`src/rtl/omms_ram.sv`:
```
`default_nettype none
module omms_ram #(
  parameter int WIDTH = 8,
  parameter int DEPTH = 16
) (
  input  wire logic                     clk,
  input  wire logic                     we,
  input  wire logic [$clog2(DEPTH)-1:0] waddr,
  input  wire logic [WIDTH-1:0]         wdata,
  input  wire logic [$clog2(DEPTH)-1:0] raddr,
  output logic      [WIDTH-1:0]         rdata
);
  logic [WIDTH-1:0] mem [DEPTH];

  always_ff @(posedge clk) begin
    if (we) begin
      mem[waddr] <= wdata;
    end
    rdata <= mem[raddr];
  end
endmodule
`default_nettype wire

```
`config.mk`:
```
export PLATFORM = sky130hd
export DESIGN_NAME = omms_ram
export DESIGN_NICKNAME = d
export VERILOG_FILES = /design/src/rtl/omms_ram.sv
export SDC_FILE = /design/constraint.sdc
export NUM_CORES = 1
export LEC_CHECK = 0
export ABC_AREA = 0
export ABC_CLOCK_PERIOD_IN_PS = 2100
export CORE_MARGIN = 8
export CORE_UTILIZATION = 60
export DETAILED_ROUTE_END_ITERATION = 7
export DONT_BUFFER_PORTS = 1
export GPL_ROUTABILITY_DRIVEN = 0
export HOLD_SLACK_MARGIN = 0.05
export PLACE_DENSITY = 0.79
export SLEW_MARGIN = 20
export SYNTH_ARGS = -nofsm -noshare
export SYNTH_HDL_FRONTEND = slang
export SYNTH_SLANG_ARGS = --single-unit
```
`constraint.sdc`:
```
create_clock -name clk -period 2.1 [get_ports clk]
set_input_delay 0.21 -clock clk [delete_from_list [all_inputs] [get_ports clk]]
set_output_delay 0.21 -clock clk [all_outputs]
set_load 0.01 [all_outputs]
```
==> results of run 1 <==
==> per-stage QoR <==
stage,total power [mW],cells,instance area [µm²]
after floorplan,3.267,229,5147
after global placement,3.282,336,5283
final,6.128,379,5952
after CTS,6.145,379,5952
after detailed placement,3.288,336,5283
after global routing,6.280,379,5952
==> cells by family after synthesis <==
kind of cell / Yosys count / share of synthesized area
simple gates: 35 / 0.03184
buf+inv: 10 / 0.01677
flops: 136 / 0.7778
mux: 32 / 0.1502
compound gates: 16 / 0.02334
==> per-layer routing <==
metal	part of all wire	vias up	track usage
li1	-	1041	-
met1	0.40	1273	0.2556
met2	0.50	143	0.2934
met3	0.093	13	0.05723
met4	0.012	0	0.05572
met5	0	-	0
==> path summary, 6_finish.rpt <==
check                           startpoint  slack, ps  depth (start not counted)  endpoint
worst min-delay path              raddr[0]         70                          3  rdata[1]
worst max-delay path              raddr[1]        130                          5  rdata[7]
worst min register to register  mem[14][5]        670                          3  rdata[5]
worst max register to register  mem[15][7]        390                          4  rdata[7]
==> sequential cells by signal (all words and copies together) (netlist names) <==
signal,flops
mem,128
rdata,8
==> worst max-delay path: stages <==
cell and delay, ps:
dlygate4sd3_1 970, mux4_2 400, dlygate4sd3_1 570, a22oi_1 140
nand2_1 60
==> synth_stat cells <==
library cell,instances
buf_4,1
and2b_1,1
nor2_1,13
buf_2,3
mux4_1,14
clkdlybuf4s25_2,3
dfxtp_1,8
buf_6,3
or3b_2,1
nand2b_1,2
a22oi_1,16
nor3_1,4
nand3_1,1
nand3b_1,2
edfxtp_1,128
nor2b_1,1
and2_1,1
mux4_2,18
nand2_1,9
==> power by group <==
group	total [mW]	switching [mW]	internal, mW
Combinational	0.230	0.126	0.104
Sequential	3.07	0.0304	3.04
Clock	2.83	1.04	1.79
==> layout make-up <==
class	count	area, µm²	share of cell area
clock buffer	21	429.2	0.07210
clock inverter	11	130.1	0.02186
multi-input combinational	83	1057	0.1776
sequential	136	4004	0.6727
tap	105	131.4	0.02207
timing repair buffer	23	200.2	0.03363
==> impl_results.md, run 1 <==
- Synthesized netlist net count: 247
- Residual DRC: 0
- Pins over their slew limit: 0
- Post_cts resized: 0
- TritonCTS clock tree: done
- Share of the synthesized area in the top cell type: 0.7467
- Post-CTS setup buffers: 0
- Syn avg cell area: 22.48 µm²
- CP Launch Type: input pin
- Initial Util: 0.6233
- Gr usage total: 0.1892
- Most frequent cells in the layout: 128 x edfxtp_1, 18 x mux4_2, 16 x a22oi_1, 16 x clkbuf_16, 14 x mux4_1
- Final net count: 279
- Initial antenna violation count: 0
- Via count: 2470
- RSZ-0062 raised after global routing: false
- First-pass GRT wire length: 15.35 mm
- Worst clock skew: 5.363 ps
- Min-Delay Path Class: in2reg
- Largest net degree at the start of global routing: 31
- WP data required: 2490 ps
- Clock sink count: 136
- Worst-Skew Late Latency: 510 ps
- Place WS: 639.7 ps
- Register bit count reported by yosys: 136
- Hpwl dp: 5.665 mm
- # port buffers: 0
- Sequential area share after synthesis: 0.7778
- WL/cell: 27.26 µm
- Hold-fix buffers at CTS: 11
- Post-synthesis cell count: 229
- Final core utilization: 0.7208
- Post-synth top area cell: edfxtp_1
- WHS: 66.88 ps
- Outcome: completed
- Root Driver: clkbuf_8
- Ports: 26
- Total power per unit cell area: 1030 nW/µm²
- Core area: 8258 µm²
- Maximum root-to-sink buffer count: 2
- 1st-iter DRT viols: 244
- CP endpoint kind: flip-flop
- Die W: 108.6 µm
- N_diodes: 0
- Area growth syn-to-layout: 15.63%
- Maximum VDD drop: 612.0 µV
- Total Wirelength: 10.33 mm
- WS Path Type: in2reg
- Ys Warns: 0
- CTS buffer count: 17
- Crit Path Max Fanout: 20
- Vias per cell: 6.517
- Crit path DAT: 2360 ps
- Pleak: 1.978 nW
- Max Cap Viol: 0
- GRT Residual Overflow: 0
- Rows: 33
- Area contributors post-synth: edfxtp_1 75%, mux4_2 7.9%, mux4_1 7.1%
- Setup slack after layout: 130.2 ps
- Rel. slew slack: 0.4933
- FMAX: 507.7 MHz
- Worst-path clk slew: 60 ps
- Vias in the first global route: 2476
- Count of different cell masters after synthesis: 19
- Final TNS setup: 0 ps
- Fin. Hold Viols: 0
- Measured slew at the worst slew-check pin: 757.3 ps
- Die area: 11800 µm²
- H-tree Lvls: 4
- Final worst path period need: 1970 ps
- Total setup violations reported at the end of the flow: 0
- Routed Antenna Nets: 0
- Tcrit/Tclk final: 0.9380
- Commonest non-fill, non-tap cell in the layout: edfxtp_1
- Synthesized area: 5147 µm²
- FILL cells: 463
- DIE HEIGHT: 108.6 µm
- Initial DRT Pass Iterations: 5
- Share of cells above drive strength 1: 0.2080
(Power assumes the default switching activity.)
==> run 2: changes to the inputs <==
ABC_CLOCK_PERIOD_IN_PS = 1800   (was 2100)
CORE_UTILIZATION = 56   (was 60)
PLACE_DENSITY = 0.77   (was 0.79)
clock period = 1.8 ns   (was 2.1 ns; I/O delays follow)
==> impl_results.md, run 2 (synthesis results as in run 1) <==
- Outcome: completed
- Footprint of the multi-input gates: 1054 µm² (-0.35%)
- Final core utilization: 0.6773 (-0.04346)
- FILL cells: 547 (+18%)
- Residual DRC: 0 (unchanged)
- Worst-path clk slew: 60 ps (about the same)
- CP Launch Type: input pin
- Placed Instances: 349 (+3.9%)
- GR Util met3: 0.05357 (-0.003656)
- Maximum VDD drop: 736.7 µV (+20%)
- Met1 Track Usage GR: 0.2393 (-0.01633)
- Share of cells above drive strength 1: 0.2353 (+0.02726)
- Hold Path Depth: 3 (unchanged)
- TritonCTS clock tree: done
- Die area: 12520 µm² (+6.1%)
- Total power per unit cell area: 1193 nW/µm² (+16%)
- Measured slew at the worst slew-check pin: 773.8 ps (+16.52 ps)
- Min-Delay Path Class: in2reg
- Cell Count, Final, Fillers Out: 400 (+5.5%)
- Crit Path Max Fanout: 8 (-60%)
- Total setup violations reported at the end of the flow: 0 (unchanged)
- Biggest register: mem
- Routed Antenna Nets: 0 (unchanged)
- GRT Residual Overflow: 0 (unchanged)
- Final net count: 294 (+5.4%)
- # port buffers: 0 (unchanged)
- Final worst path period need: 1548 ps
- Max Cap Viol: 0 (unchanged)
- WS Path Type: in2reg
- Die W: 111.9 µm (+3.0%)
- Largest net degree at the start of global routing: 25 (-19%)
- FF-to-FF setup slack: 380 ps (about the same)
- Root Driver: clkbuf_8
- WL/cell: 26.84 µm (-1.6%)
- First-pass GRT wire length: 15.92 mm (+3.7%)
- Pins over their slew limit: 0 (unchanged)
- R2r worst-path depth: 3 (-1)
- WP data required: 2000 ps (-490 ps)
- Most frequent cells in the layout: 128 x edfxtp_1, 19 x mux4_2, 19 x buf_4, 17 x dlygate4sd3_1
- Vias in the first global route: 2574 (+4.0%)
- Post-CTS setup buffers: 0 (unchanged)
- Pleak: 2.070 nW (+4.6%)
- Total Wirelength: 10.73 mm (+3.9%)
- Tcrit/Tclk final: 0.8600
- CTS buffer count: 17 (unchanged)
- Initial Util: 0.5678 (-0.05549)
- Initial DRT Pass Iterations: 5 (unchanged)
- Worst clock skew: 8.466 ps (+3.104 ps)
- Rel. slew slack: 0.4841 (-0.009145)
- Final TNS setup: 0 ps (unchanged)
- Max reg flops: 128 (unchanged)
- Via count: 2619 (+6.0%)
- H-tree Lvls: 4 (unchanged)
- DIE HEIGHT: 111.9 µm (+3.0%)
- Maximum root-to-sink buffer count: 2 (unchanged)
- Clock sink count: 136 (unchanged)
- Place WS: 387.5 ps (-252.2 ps)
- FMAX: 646.0 MHz
- Vias per cell: 6.548 (+0.47%)
- RSZ-0062 raised after global routing: false
- Top flop regs: mem (128), rdata (8)
- CP endpoint kind: flip-flop
- Fin. Hold Viols: 0 (unchanged)
- Hpwl dp: 5.809 mm (+2.5%)
- Setup slack after layout: 251.9 ps (+121.7 ps)
- Gr usage total: 0.1789 (-0.01025)
- 1st-iter DRT viols: 246 (+0.82%)
- Initial antenna violation count: 0 (unchanged)
- GRT busiest layer: met2
- Commonest non-fill, non-tap cell in the layout: edfxtp_1
- Crit path DAT: 1740 ps (-620 ps)
- Seq. cell area: 4004 µm² (unchanged)
- Worst-Skew Late Latency: 500 ps (about the same)
- Area growth syn-to-layout: 19.28%
- Core area: 9065 µm² (+9.8%)
- Routing usage on met2: 0.2674 (-0.02601)
- N_diodes: 0 (unchanged)
- Rows: 35 (+6.1%)
- Ports: 26 (unchanged)
[run 2: cell type report]
| cell class | count | area share |
|---|---|---|
| flip-flops and latches | 136 | 0.6521 |
| multi-input cells | 83 | 0.1716 |
| clock buffers | 17 | 0.06745 |
| repair buffers | 38 | 0.05625 |
| clock inverters | 15 | 0.02996 |
| well taps | 111 | 0.02262 |
[run 2: where the power goes]
group | internal, mW | leakage, nW | total, mW | switching, mW
Sequential | 3.54 | 1.22 | 3.58 | 0.0371
Combinational | 0.138 | 0.567 | 0.299 | 0.161
Clock | 2.22 | 0.280 | 3.45 | 1.23
Total | 5.90 | 2.07 | 7.33 | 1.42
[run 2: repair_timing]
action | 4_1_cts | 5_1_grt
hold endpoints to repair | 160 | 7
gates resized for setup | 0 | 2
hold buffers | 16 | 4
setup endpoints to repair | 0 | 3
[run 2: final timing paths]
check             start         end
min            raddr[0]    rdata[3]
max reg2reg   mem[1][2]    rdata[2]
max            waddr[0]  mem[12][3]
min reg2reg  mem[14][3]    rdata[3]
[run 2: through the flow]
step           power [mW]  area [µm²]  hold WS, ps
6_report            7.327        6140        67.60
5_1_grt             7.545        6140        55.78
4_1_cts             7.365        6111        52.41
3_5_place_dp        3.840        5343        279.7
3_3_place_gp        3.831        5343        279.8
2_1_floorplan       3.811        5147        278.9
[run 2: critical path, cell delays in order]
cell and delay (ps):
dlygate4sd3_1 560, nor3_1 200, dlygate4sd3_1 590, buf_4 210
[run 2: metal layers]
metal | share of wire | vias to the layer above
li1 | - | 1073
met4 | 0.019 | 0
met3 | 0.097 | 20
met2 | 0.49 | 184
met5 | 0 | -
met1 | 0.40 | 1342
